File: config.mk
export PLATFORM = sky130hd
export DESIGN_NAME = wheel_odometry_trimmed_mean_unit_flat
export DESIGN_NICKNAME = d
export VERILOG_FILES = /design/src/wotm_pkg.sv /design/src/wotm_if.sv /design/src/wotm_div.sv /design/src/wotm_wheel.sv /design/src/wheel_odometry_trimmed_mean_unit.sv /design/src/flat_wrapper.sv
export SDC_FILE = /design/constraint.sdc
export NUM_CORES = 2
export LEC_CHECK = 0
export ABC_CLOCK_PERIOD_IN_PS = 7900
export BUFFER_PORTS_ARGS = -buffer_cell sky130_fd_sc_hd__buf_2
export CAP_MARGIN = 10
export CORE_MARGIN = 2
export CORE_UTILIZATION = 40
export DETAILED_ROUTE_END_ITERATION = 12
export GPL_TIMING_DRIVEN = 0
export SYNTH_ARGS = -nofsm -noshare
export SYNTH_HDL_FRONTEND = slang
export SYNTH_SLANG_ARGS = --single-unit
File: constraint.sdc
create_clock -name clk -period 7.9 [get_ports clk]
set_clock_uncertainty 0.15 [all_clocks]
set_input_delay 0.395 -clock clk [delete_from_list [all_inputs] [get_ports clk]]
set_output_delay 0.395 -clock clk [all_outputs]
set_load 0.1 [all_outputs]
File: src/wotm_pkg.sv
// Shared constants, register codes and types for the wheel odometry trimmed mean unit.
// No dependencies.
`timescale 1ns / 1ps
`default_nettype none
package wotm_pkg;
    // history depth per wheel
    localparam int WINDOW = 5;
    localparam int IDX_W  = $clog2(WINDOW);
    // window sum: 32-bit entries plus growth over the window
    localparam int SUM_W  = 32 + $clog2(WINDOW) + 1;
    // step counter wide enough for the 48-step divide
    localparam int CNT_W  = 6;
    localparam int NUM_W  = 48;
    localparam int DEN_W  = 24;

    localparam logic [23:0] CM_PER_COUNT_RST = 24'd531232;
    localparam logic [15:0] TICK_RATE_RST    = 16'd5000;
    localparam logic [15:0] SPEED_LIMIT_RST  = 16'd5000;

    typedef enum logic [1:0] {
        REG_CM_PER_COUNT = 2'd0,
        REG_TICK_RATE    = 2'd1,
        REG_SPEED_LIMIT  = 2'd2
    } wotm_reg_t;

    typedef enum logic {
        OP_SAMPLE = 1'b0,
        OP_CLEAR  = 1'b1
    } wotm_op_t;

    // command from the top-level sequencer to one wheel datapath
    typedef struct packed {
        logic                    start;
        logic                    clear;
        logic signed [16:0]      count;
        logic [15:0]             ticks;
        logic [IDX_W-1:0]        slot;
        logic                    do_mean;
    } wotm_cmd_t;
endpackage
`default_nettype wire

File: src/wotm_if.sv
// Valid/ready channel interfaces for sample items and result items.
// Depends on nothing but plain logic types.
`timescale 1ns / 1ps
`default_nettype none
interface wotm_sample_if;
    logic               valid;
    logic               ready;
    logic               opcode;
    logic signed [15:0] count_left;
    logic signed [15:0] count_right;
    logic [15:0]        elapsed_ticks;
    modport source (output valid, opcode, count_left, count_right, elapsed_ticks,
                    input ready);
    modport sink (input valid, opcode, count_left, count_right, elapsed_ticks,
                  output ready);
endinterface

interface wotm_result_if;
    logic               valid;
    logic               ready;
    logic signed [31:0] speed_left;
    logic signed [31:0] speed_right;
    logic signed [31:0] speed_mean;
    logic signed [47:0] distance_left;
    logic signed [47:0] distance_right;
    logic signed [47:0] distance_mean;
    logic               window_full;
    modport source (output valid, speed_left, speed_right, speed_mean, distance_left,
                    distance_right, distance_mean, window_full, input ready);
    modport sink (input valid, speed_left, speed_right, speed_mean, distance_left,
                  distance_right, distance_mean, window_full, output ready);
endinterface
`default_nettype wire

File: src/wotm_div.sv
// Restoring unsigned divider, one quotient bit per cycle.
// Depends on wotm_pkg.
`timescale 1ns / 1ps
`default_nettype none
module wotm_div (
    input  wire logic                       clk,
    input  wire logic                       rst_n,
    input  wire logic                       start,
    input  wire logic [wotm_pkg::NUM_W-1:0] num,
    input  wire logic [wotm_pkg::DEN_W-1:0] den,
    output logic                            busy,
    output logic [wotm_pkg::NUM_W-1:0]      quo
);
    import wotm_pkg::*;

    localparam logic [CNT_W-1:0] LAST = CNT_W'(NUM_W - 1);

    logic [DEN_W-1:0] rem_reg, rem_next;
    logic [NUM_W-1:0] quo_reg, quo_next;
    logic [DEN_W-1:0] den_reg;
    logic [CNT_W-1:0] cnt_reg;
    logic             busy_reg;
    logic [DEN_W:0]   trial;
    logic             fits;

    // one trial subtraction per cycle
    always_comb
    begin
        trial    = {rem_reg, quo_reg[NUM_W-1]};
        fits     = trial >= {1'b0, den_reg};
        rem_next = fits ? DEN_W'(trial - {1'b0, den_reg}) : trial[DEN_W-1:0];
        quo_next = {quo_reg[NUM_W-2:0], fits};
    end

    always_ff @(posedge clk or negedge rst_n)
    begin
        if (!rst_n)
        begin
            busy_reg <= 1'b0;
            cnt_reg  <= '0;
        end
        else if (start)
        begin
            busy_reg <= 1'b1;
            cnt_reg  <= '0;
        end
        else if (busy_reg)
        begin
            cnt_reg <= cnt_reg + 1'b1;
            if (cnt_reg == LAST)
                busy_reg <= 1'b0;
        end
    end

    // datapath
    always_ff @(posedge clk)
    begin
        if (start)
        begin
            rem_reg <= '0;
            quo_reg <= num;
            den_reg <= den;
        end
        else if (busy_reg)
        begin
            rem_reg <= rem_next;
            quo_reg <= quo_next;
        end
    end

    assign busy = busy_reg;
    assign quo  = quo_reg;
endmodule
`default_nettype wire

File: src/wotm_wheel.sv
// One wheel: bit-serial distance and speed products, speed divide, history,
// trimmed mean and distance accumulation. Depends on wotm_pkg and wotm_div.
`timescale 1ns / 1ps
`default_nettype none
module wotm_wheel (
    input  wire logic               clk,
    input  wire logic               rst_n,
    input  wire wotm_pkg::wotm_cmd_t cmd,
    input  wire logic [23:0]        cm_per_count,
    input  wire logic [15:0]        tick_rate_hz,
    input  wire logic [15:0]        speed_limit,
    output logic                    busy,
    output logic signed [31:0]      good_speed,
    output logic signed [47:0]      travel
);
    import wotm_pkg::*;

    typedef enum logic [2:0] {
        S_IDLE, S_MUL1, S_DIST, S_MUL2, S_DIVS, S_DIVW, S_SCAN, S_MWAIT
    } state_t;

    localparam logic [CNT_W-1:0] MUL1_LAST = CNT_W'(16);
    localparam logic [CNT_W-1:0] MUL2_LAST = CNT_W'(15);
    localparam logic [CNT_W-1:0] SCAN_LAST = CNT_W'(WINDOW - 1);
    localparam logic [DEN_W-1:0] TRIM_DIV  = DEN_W'(WINDOW - 2);

    state_t                    state_reg;
    logic                      busy_reg;
    logic signed [16:0]        sh_reg;
    logic [47:0]               mcand_reg;
    logic signed [47:0]        acc_reg;
    logic [CNT_W-1:0]          cnt_reg;
    logic [15:0]               ticks_reg;
    logic [IDX_W-1:0]          slot_reg;
    logic                      mean_reg;
    logic                      neg_reg;
    logic signed [31:0]        hist_reg [WINDOW];
    logic signed [SUM_W-1:0]   sum_reg;
    logic signed [31:0]        max_reg;
    logic signed [31:0]        min_reg;
    logic signed [31:0]        good_reg;
    logic signed [47:0]        travel_reg;

    logic                      div_start;
    logic [NUM_W-1:0]          div_num;
    logic [DEN_W-1:0]          div_den;
    logic                      div_busy;
    logic [NUM_W-1:0]          div_quo;

    logic signed [47:0]        p_rnd;
    logic signed [31:0]        samp_dist;
    logic signed [48:0]        tsum;
    logic signed [47:0]        travel_next;
    logic signed [31:0]        speed_sat;
    logic signed [31:0]        elem;
    logic signed [SUM_W-1:0]   trim;
    logic signed [31:0]        mean_val;

    wotm_div u_div (
        .clk   (clk),
        .rst_n (rst_n),
        .start (div_start),
        .num   (div_num),
        .den   (div_den),
        .busy  (div_busy),
        .quo   (div_quo)
    );

    // rounding, travel saturation, speed saturation and window scan
    always_comb
    begin
        p_rnd     = acc_reg + 48'sd128;
        samp_dist = p_rnd[39:8];
        tsum      = {travel_reg[47], travel_reg} + 49'(samp_dist);
        if (tsum[48] != tsum[47])
            travel_next = tsum[48] ? {1'b1, 47'b0} : {1'b0, {47{1'b1}}};
        else
            travel_next = tsum[47:0];
        if (!neg_reg)
            speed_sat = (|div_quo[47:31]) ? 32'sh7FFF_FFFF : $signed(div_quo[31:0]);
        else
            speed_sat = (|div_quo[47:31]) ? 32'sh8000_0000 : -$signed(div_quo[31:0]);
        elem     = hist_reg[cnt_reg[IDX_W-1:0]];
        trim     = sum_reg - SUM_W'(max_reg) - SUM_W'(min_reg);
        mean_val = neg_reg ? -$signed(div_quo[31:0]) : $signed(div_quo[31:0]);
    end

    // divider request: speed divide or trimmed-mean divide
    always_comb
    begin
        div_start = 1'b0;
        div_num   = '0;
        div_den   = '0;
        if (state_reg == S_DIVS)
        begin
            div_start = 1'b1;
            div_num   = acc_reg[47] ? NUM_W'(-acc_reg) : NUM_W'(acc_reg);
            div_den   = {ticks_reg, 8'h00};
        end
        else if (state_reg == S_SCAN && cnt_reg == SCAN_LAST)
        begin
            // final trim is formed from the last element in the next cycle, so
            // the start is issued from S_MWAIT entry below instead
            div_start = 1'b0;
        end
        else if (state_reg == S_MWAIT && !busy_reg)
        begin
            div_start = 1'b0;
        end
        if (state_reg == S_MWAIT && mean_reg)
        begin
            div_start = 1'b1;
            div_num   = trim[SUM_W-1] ? NUM_W'(-trim) : NUM_W'(trim);
            div_den   = TRIM_DIV;
        end
    end

    // sequencer and datapath
    always_ff @(posedge clk or negedge rst_n)
    begin
        if (!rst_n)
        begin
            state_reg  <= S_IDLE;
            busy_reg   <= 1'b0;
            good_reg   <= '0;
            travel_reg <= '0;
            mean_reg   <= 1'b0;
            for (int i = 0; i < WINDOW; i++)
                hist_reg[i] <= '0;
        end
        else
        begin
            case (state_reg)
                S_IDLE:
                begin
                    if (cmd.clear)
                        travel_reg <= '0;
                    if (cmd.start)
                    begin
                        sh_reg    <= cmd.count;
                        mcand_reg <= 48'(cm_per_count);
                        acc_reg   <= '0;
                        cnt_reg   <= '0;
                        ticks_reg <= cmd.ticks;
                        slot_reg  <= cmd.slot;
                        mean_reg  <= 1'b0;
                        neg_reg   <= cmd.do_mean;
                        busy_reg  <= 1'b1;
                        state_reg <= S_MUL1;
                    end
                end
                // count x cm_per_count, count bit 16 carries negative weight
                S_MUL1:
                begin
                    if (sh_reg[0])
                        acc_reg <= (cnt_reg == MUL1_LAST) ? acc_reg - $signed(mcand_reg)
                                                          : acc_reg + $signed(mcand_reg);
                    sh_reg    <= sh_reg >>> 1;
                    mcand_reg <= mcand_reg << 1;
                    cnt_reg   <= cnt_reg + 1'b1;
                    if (cnt_reg == MUL1_LAST)
                        state_reg <= S_DIST;
                end
                S_DIST:
                begin
                    travel_reg <= travel_next;
                    mean_reg   <= neg_reg;
                    if (ticks_reg == 16'd0)
                    begin
                        busy_reg  <= 1'b0;
                        state_reg <= S_IDLE;
                    end
                    else
                    begin
                        mcand_reg <= 48'(samp_dist);
                        acc_reg   <= '0;
                        sh_reg    <= {1'b0, tick_rate_hz};
                        cnt_reg   <= '0;
                        state_reg <= S_MUL2;
                    end
                end
                // distance x tick rate
                S_MUL2:
                begin
                    if (sh_reg[0])
                        acc_reg <= acc_reg + $signed(mcand_reg);
                    sh_reg    <= sh_reg >>> 1;
                    mcand_reg <= mcand_reg << 1;
                    cnt_reg   <= cnt_reg + 1'b1;
                    if (cnt_reg == MUL2_LAST)
                        state_reg <= S_DIVS;
                end
                S_DIVS:
                begin
                    neg_reg   <= acc_reg[47];
                    state_reg <= S_DIVW;
                end
                S_DIVW:
                begin
                    if (!div_busy)
                    begin
                        hist_reg[slot_reg] <= speed_sat;
                        if (mean_reg)
                        begin
                            sum_reg   <= '0;
                            max_reg   <= 32'sh8000_0000;
                            min_reg   <= 32'sh7FFF_FFFF;
                            cnt_reg   <= '0;
                            state_reg <= S_SCAN;
                        end
                        else
                        begin
                            busy_reg  <= 1'b0;
                            state_reg <= S_IDLE;
                        end
                    end
                end
                // sum, max and min over the window, one entry a cycle
                S_SCAN:
                begin
                    sum_reg <= sum_reg + SUM_W'(elem);
                    if (elem > max_reg)
                        max_reg <= elem;
                    if (elem < min_reg)
                        min_reg <= elem;
                    cnt_reg <= cnt_reg + 1'b1;
                    if (cnt_reg == SCAN_LAST)
                    begin
                        mean_reg  <= 1'b1;
                        state_reg <= S_MWAIT;
                    end
                end
                // first cycle launches the divide, then wait for the quotient
                S_MWAIT:
                begin
                    if (mean_reg)
                    begin
                        neg_reg  <= trim[SUM_W-1];
                        mean_reg <= 1'b0;
                    end
                    else if (!div_busy)
                    begin
                        if (33'(mean_val) < $signed({9'b0, speed_limit, 8'b0}))
                            good_reg <= mean_val;
                        busy_reg  <= 1'b0;
                        state_reg <= S_IDLE;
                    end
                end
                default:
                begin
                    state_reg <= S_IDLE;
                    busy_reg  <= 1'b0;
                end
            endcase
        end
    end

    assign busy       = busy_reg;
    assign good_speed = good_reg;
    assign travel     = travel_reg;
endmodule
`default_nettype wire

File: src/wheel_odometry_trimmed_mean_unit.sv
// Top level of the wheel odometry trimmed mean unit: configuration registers,
// window bookkeeping and result channel. Depends on wotm_pkg, wotm_if, wotm_wheel.
//
// Usage:
//   sample (valid/ready) carries opcode, both encoder counts and elapsed ticks.
//   result (valid/ready) carries filtered speeds, accumulated distances, their
//   means and the window-full flag; one result item per sample item.
//   Configuration is a write port (cfg_we, cfg_index, cfg_data), written while idle.
// Steps per item, one item at a time, both wheels in lockstep:
//   clear item: result valid in the cycle after acceptance.
//   zero ticks: 17-step count product plus accumulate.
//   window filling: count product, 16-step rate product, 48-step speed divide.
//   window full: adds a 5-entry scan and a second 48-step
//   divide for the trimmed mean.
// sample.ready is high only while no item is in work and no result is waiting;
// a stalled result holds until taken. Reset loads register defaults, empties the
// history and zeroes speeds and distances.
`timescale 1ns / 1ps
`default_nettype none
module wheel_odometry_trimmed_mean_unit (
    input  wire logic         clk,
    input  wire logic         rst_n,
    wotm_sample_if.sink       sample,
    wotm_result_if.source     result,
    input  wire logic         cfg_we,
    input  wire logic [1:0]   cfg_index,
    input  wire logic [23:0]  cfg_data
);
    import wotm_pkg::*;

    typedef enum logic [1:0] {T_IDLE, T_RUN, T_OUT} state_t;

    state_t            state_reg;
    logic [23:0]       cpc_reg;
    logic [15:0]       rate_reg;
    logic [15:0]       limit_reg;
    logic [IDX_W-1:0]  slot_reg;
    logic              filled_reg;
    logic              accept;
    logic              slot_wrap;
    wotm_cmd_t         cmd;
    logic              busy_l;
    logic              busy_r;
    logic signed [31:0] speed_l;
    logic signed [31:0] speed_r;
    logic signed [47:0] travel_l;
    logic signed [47:0] travel_r;
    logic signed [32:0] ssum;
    logic signed [32:0] sadj;
    logic signed [48:0] dsum;
    logic signed [48:0] dadj;

    assign accept    = sample.valid && sample.ready;
    assign slot_wrap = (32'(slot_reg) + 32'd1) >= 32'(WINDOW);

    // wheel command built from the accepted item
    always_comb
    begin
        cmd.start   = accept && (sample.opcode == OP_SAMPLE);
        cmd.clear   = accept && (sample.opcode == OP_CLEAR);
        cmd.count   = '0;
        cmd.ticks   = sample.elapsed_ticks;
        cmd.slot    = slot_reg;
        cmd.do_mean = filled_reg || slot_wrap;
    end

    wotm_cmd_t cmd_l;
    wotm_cmd_t cmd_r;
    always_comb
    begin
        cmd_l       = cmd;
        cmd_l.count = {sample.count_left[15], sample.count_left};
        cmd_r       = cmd;
        cmd_r.count = -$signed({sample.count_right[15], sample.count_right});
    end

    wotm_wheel u_left (
        .clk          (clk),
        .rst_n        (rst_n),
        .cmd          (cmd_l),
        .cm_per_count (cpc_reg),
        .tick_rate_hz (rate_reg),
        .speed_limit  (limit_reg),
        .busy         (busy_l),
        .good_speed   (speed_l),
        .travel       (travel_l)
    );

    wotm_wheel u_right (
        .clk          (clk),
        .rst_n        (rst_n),
        .cmd          (cmd_r),
        .cm_per_count (cpc_reg),
        .tick_rate_hz (rate_reg),
        .speed_limit  (limit_reg),
        .busy         (busy_r),
        .good_speed   (speed_r),
        .travel       (travel_r)
    );

    // configuration registers
    always_ff @(posedge clk or negedge rst_n)
    begin
        if (!rst_n)
        begin
            cpc_reg   <= CM_PER_COUNT_RST;
            rate_reg  <= TICK_RATE_RST;
            limit_reg <= SPEED_LIMIT_RST;
        end
        else if (cfg_we)
        begin
            case (cfg_index)
                REG_CM_PER_COUNT: cpc_reg   <= cfg_data;
                REG_TICK_RATE:    rate_reg  <= cfg_data[15:0];
                REG_SPEED_LIMIT:  limit_reg <= cfg_data[15:0];
                default:          ;
            endcase
        end
    end

    // sequencer and window bookkeeping
    always_ff @(posedge clk or negedge rst_n)
    begin
        if (!rst_n)
        begin
            state_reg  <= T_IDLE;
            slot_reg   <= '0;
            filled_reg <= 1'b0;
        end
        else
        begin
            case (state_reg)
                T_IDLE:
                begin
                    if (accept)
                    begin
                        if (sample.opcode == OP_CLEAR)
                            state_reg <= T_OUT;
                        else
                        begin
                            state_reg <= T_RUN;
                            if (sample.elapsed_ticks != 16'd0)
                            begin
                                if (slot_wrap)
                                begin
                                    slot_reg   <= '0;
                                    filled_reg <= 1'b1;
                                end
                                else
                                    slot_reg <= slot_reg + 1'b1;
                            end
                        end
                    end
                end
                T_RUN:
                begin
                    if (!busy_l && !busy_r)
                        state_reg <= T_OUT;
                end
                T_OUT:
                begin
                    if (result.ready)
                        state_reg <= T_IDLE;
                end
                default: state_reg <= T_IDLE;
            endcase
        end
    end

    // means truncated toward zero
    always_comb
    begin
        ssum = 33'(speed_l) + 33'(speed_r);
        sadj = ssum + {32'b0, ssum[32] & ssum[0]};
        dsum = 49'(travel_l) + 49'(travel_r);
        dadj = dsum + {48'b0, dsum[48] & dsum[0]};
    end

    assign sample.ready          = (state_reg == T_IDLE);
    assign result.valid          = (state_reg == T_OUT);
    assign result.speed_left     = speed_l;
    assign result.speed_right    = speed_r;
    assign result.speed_mean     = sadj[32:1];
    assign result.distance_left  = travel_l;
    assign result.distance_right = travel_r;
    assign result.distance_mean  = dadj[48:1];
    assign result.window_full    = filled_reg;
endmodule
`default_nettype wire
File: src/flat_wrapper.sv
// flat-port wrapper written by rule: the top's interface ports become plain ports
module wheel_odometry_trimmed_mean_unit_flat import wotm_pkg::*;
  (clk, rst_n, cfg_we, cfg_index, cfg_data, sample_valid, sample_opcode, sample_count_left, sample_count_right, sample_elapsed_ticks, sample_ready, result_valid, result_speed_left, result_speed_right, result_speed_mean, result_distance_left, result_distance_right, result_distance_mean, result_window_full, result_ready);
  wotm_sample_if sample_i ();
  wotm_result_if result_i ();
  input  wire logic clk;
  input  wire logic rst_n;
  input  wire logic cfg_we;
  input  wire logic [1:0] cfg_index;
  input  wire logic [23:0] cfg_data;
  input wire logic [$bits(sample_i.valid)-1:0] sample_valid;
  input wire logic [$bits(sample_i.opcode)-1:0] sample_opcode;
  input wire logic [$bits(sample_i.count_left)-1:0] sample_count_left;
  input wire logic [$bits(sample_i.count_right)-1:0] sample_count_right;
  input wire logic [$bits(sample_i.elapsed_ticks)-1:0] sample_elapsed_ticks;
  output wire logic [$bits(sample_i.ready)-1:0] sample_ready;
  output wire logic [$bits(result_i.valid)-1:0] result_valid;
  output wire logic [$bits(result_i.speed_left)-1:0] result_speed_left;
  output wire logic [$bits(result_i.speed_right)-1:0] result_speed_right;
  output wire logic [$bits(result_i.speed_mean)-1:0] result_speed_mean;
  output wire logic [$bits(result_i.distance_left)-1:0] result_distance_left;
  output wire logic [$bits(result_i.distance_right)-1:0] result_distance_right;
  output wire logic [$bits(result_i.distance_mean)-1:0] result_distance_mean;
  output wire logic [$bits(result_i.window_full)-1:0] result_window_full;
  input wire logic [$bits(result_i.ready)-1:0] result_ready;
  assign sample_i.valid = sample_valid;
  assign sample_i.opcode = sample_opcode;
  assign sample_i.count_left = sample_count_left;
  assign sample_i.count_right = sample_count_right;
  assign sample_i.elapsed_ticks = sample_elapsed_ticks;
  assign sample_ready = sample_i.ready;
  assign result_valid = result_i.valid;
  assign result_speed_left = result_i.speed_left;
  assign result_speed_right = result_i.speed_right;
  assign result_speed_mean = result_i.speed_mean;
  assign result_distance_left = result_i.distance_left;
  assign result_distance_right = result_i.distance_right;
  assign result_distance_mean = result_i.distance_mean;
  assign result_window_full = result_i.window_full;
  assign result_i.ready = result_ready;
  wheel_odometry_trimmed_mean_unit u_core (.clk(clk), .rst_n(rst_n), .sample(sample_i), .result(result_i), .cfg_we(cfg_we), .cfg_index(cfg_index), .cfg_data(cfg_data));
endmodule
==> out/results.txt <==
Status: finished clean
Max FO, Critical Path: 6
Initial antenna violation count: 39
Critical Path AT: 7.05 ns
CTS H-tree depth: 4
Area of the multi-input gates: 54,900 sq um
Detailed Routing Iterations Pass 1: 8
Yosys top cell by area: edfxtp_1
Yosys warns: 0
CP Launch Point: u_core.u_left.travel[0]
Pre-CTS worst setup slack: -0.679 ns
Die area: 235,000 sq um
Fillcell total: 22.6k
Worst hold margin: 0.0899 ns
GP Congestion: 1.02
Setup CP Type: register to primary output
Layout cells sized above 1: 8.04%
Post-synthesis register bit count: 1,222
Most frequent cells in the layout: nand2_1 (1,039), o21ai_0 (914), nor2_1 (880), a21oi_1 (747), ha_1 (724)
Worst Path Required: 7.36 ns
RSZ-0062 raised after global routing: false
IO Count: 323
Gr ovfl total: 0
Final Cycle Share: 96.2%
Fin nets: 11.9k
Headroom to the max-slew limit: 23.0%
Startpoint Class: register
Syn avg cell area: 8.87 sq um
Largest net degree at the start of global routing: 119
Max Slew Vio Count: 0
Worst-Skew Late Latency: 0.84 ns
Vias in the first global route: 80.8k
Mapped Area: 92,500 sq um
Worst-path clk slew: 0.06 ns
Post-detail-place hpwl: 275 mm
Global-route wire length before repair: 517 mm
CTS Buf Count: 148
Reg-to-reg startpoint: u_core.u_left.cnt_reg[0]
Synth async-reset ratio: 46.3%
Worst-Margin Slew: 1.14 ns
Drt total wl: 348 mm
Maximum root-to-sink buffer count: 3
Post-route ant nets: 0
Detailed router's first-iteration violation count: 8,511
Fin crit period: 7.60 ns
CTS Sinks: 1,222
Hold Crit Class: input pin to register
Post-route DRC: 0
Post-synthesis cell count: 10.4k
Top cells by area, synth: edfxtp_1 (20%), dfrtp_1 (15%), ha_1 (9.8%)
Final hold viol count: 0
Hold path startpoint: sample_count_right[3]
Num rows: 176
FF/Latch Area: 33,400 sq um
Util after Layout: 45.5%
CTS tree: yes
Post-synth EDFFs: 608
Final WS setup: 0.302 ns
I/O Buffers: 322
Vias per inst: 5.95
Setup violators final: 0
Vias: 84.4k
Max Clk Rate: 0.132 GHz
# Max-Cap Violations: 0
Ys flop type: edfxtp_1
Most common cell after layout, fill and taps aside: nand2_1
Wirelength per Cell: 24.5 um
Area delta synth->final: 13.0%
Root Buffer: clkbuf_16
Yosys top cell area share: 19.7%
Syn nets: 11.3k
Die Span Y: 485 um
Total core area: 230,000 sq um
Netlist cell types: 92
Sequential area share after synthesis: 36.1%
Die width: 485 um
GRT Total Usage: 28.7%
Endpoint type of the worst setup path: primary output
Initial Utilization: 40.2%
-- critical path: stages (launching register included) --
cell	delay, ns
dfrtp_1	0.56
ha_1	0.30
fa_1	0.23
nand3_1	0.19
a2111oi_1	0.70
o31ai_1	0.22
o21ba_2	0.27
o21ai_0	0.61
a221o_1	0.42
a31oi_4	0.18
and2_1	0.22
ha_1	0.21
and3_1	0.15
clkbuf_1	0.16
and4_1	0.33
nand4_1	0.17
inv_1	0.07
and4_1	0.20
clkbuf_1	0.18
nand2b_1	0.13
xor2_1	0.23
buf_2	0.47
-- cells by family (layout without fill, tap and decap cells) --
| group | count (synthesis) | after routing | synth area share, % |
|---|---|---|---|
| and+or+nand+nor | 3140 | 3140 | 15.9 |
| muxes | 228 | 228 | 3.05 |
| AOI/OAI and AO/OA | 3114 | 3114 | 21.3 |
| adders and majority gates | 820 | 820 | 11.7 |
| other | 0 | 13 | 0 |
| xor gates and xnor gates | 769 | 769 | 7.28 |
| buffers and inverters | 1140 | 1853 | 4.63 |
| DFF | 1222 | 1222 | 36.1 |
-- worst paths after layout --
kind                                                    end  slack (ns)  cells past startpoint
min                                u_core.u_right.sh_reg[3]        0.09                      3
max in group asynchronous      u_core.u_left.good_speed[30]        5.34                      6
max                                result_distance_mean[45]        0.30                     21
max reg2reg                       u_core.u_left.sum_reg[35]        0.39                     17
min reg2reg                u_core.u_right.u_div.rem_reg[23]        0.32                      2
min in group asynchronous          u_core.u_left.travel[47]        0.54                      4
-- layout make-up --
cell class              instances  share of cell area, %
well taps                    3026                   3.62
diodes                         13                 0.0311
clock inverters                64                  0.675
multi-input cells            8071                   52.6
plain buffers                 545                   1.97
clock buffers                 211                   4.21
flip-flops and latches       1222                   32.0
repair buffers                439                   2.84
inverters                     594                   2.14
-- metrics by stage --
step | cells | area [sq um] | setup TNS (ns)
2_1_floorplan | 10400 | 92500 | 0
3_3_place_gp | 13800 | 97900 | -7115.33
3_5_place_dp | 13800 | 98400 | -35.31
4_1_cts | 14200 | 104000 | 0
5_1_grt | 14200 | 105000 | 0
6_report | 14200 | 105000 | 0
-- routing by layer --
layer | global-route usage [%] | vias up | wire length [um]
li1 | - | 39100 | -
met1 | 38.4 | 41200 | 148000
met2 | 44.9 | 3440 | 154000
met3 | 5.57 | 608 | 28300
met4 | 12.8 | 18 | 17400
met5 | 0 | - | 115
-- cells in the mapped netlist (98+ instances only) --
cell,instances
edfxtp_1,608
nor2b_1,98
nand3_1,181
nand2b_1,107
and3_1,110
dfrtp_1,550
nor3_1,200
nor2_1,881
nand2_1,1039
xor2_1,275
nand4_1,103
ha_1,724
o21ai_0,914
a21o_1,254
a21oi_1,750
clkbuf_1,497
a22oi_1,153
o22ai_1,142
inv_1,589
mux2_2,99
xnor2_1,494
-- what timing repair did --
action,4_1_cts,5_1_grt
endpoints found under the hold margin,257,0
hold buffers,79,0
buffers inserted,0,10
resized for setup,7,17
endpoints found under the setup margin,85,93
Power is not shown: default switching activity piles up to over one toggle a cycle in this logic, so the estimate is an artifact.
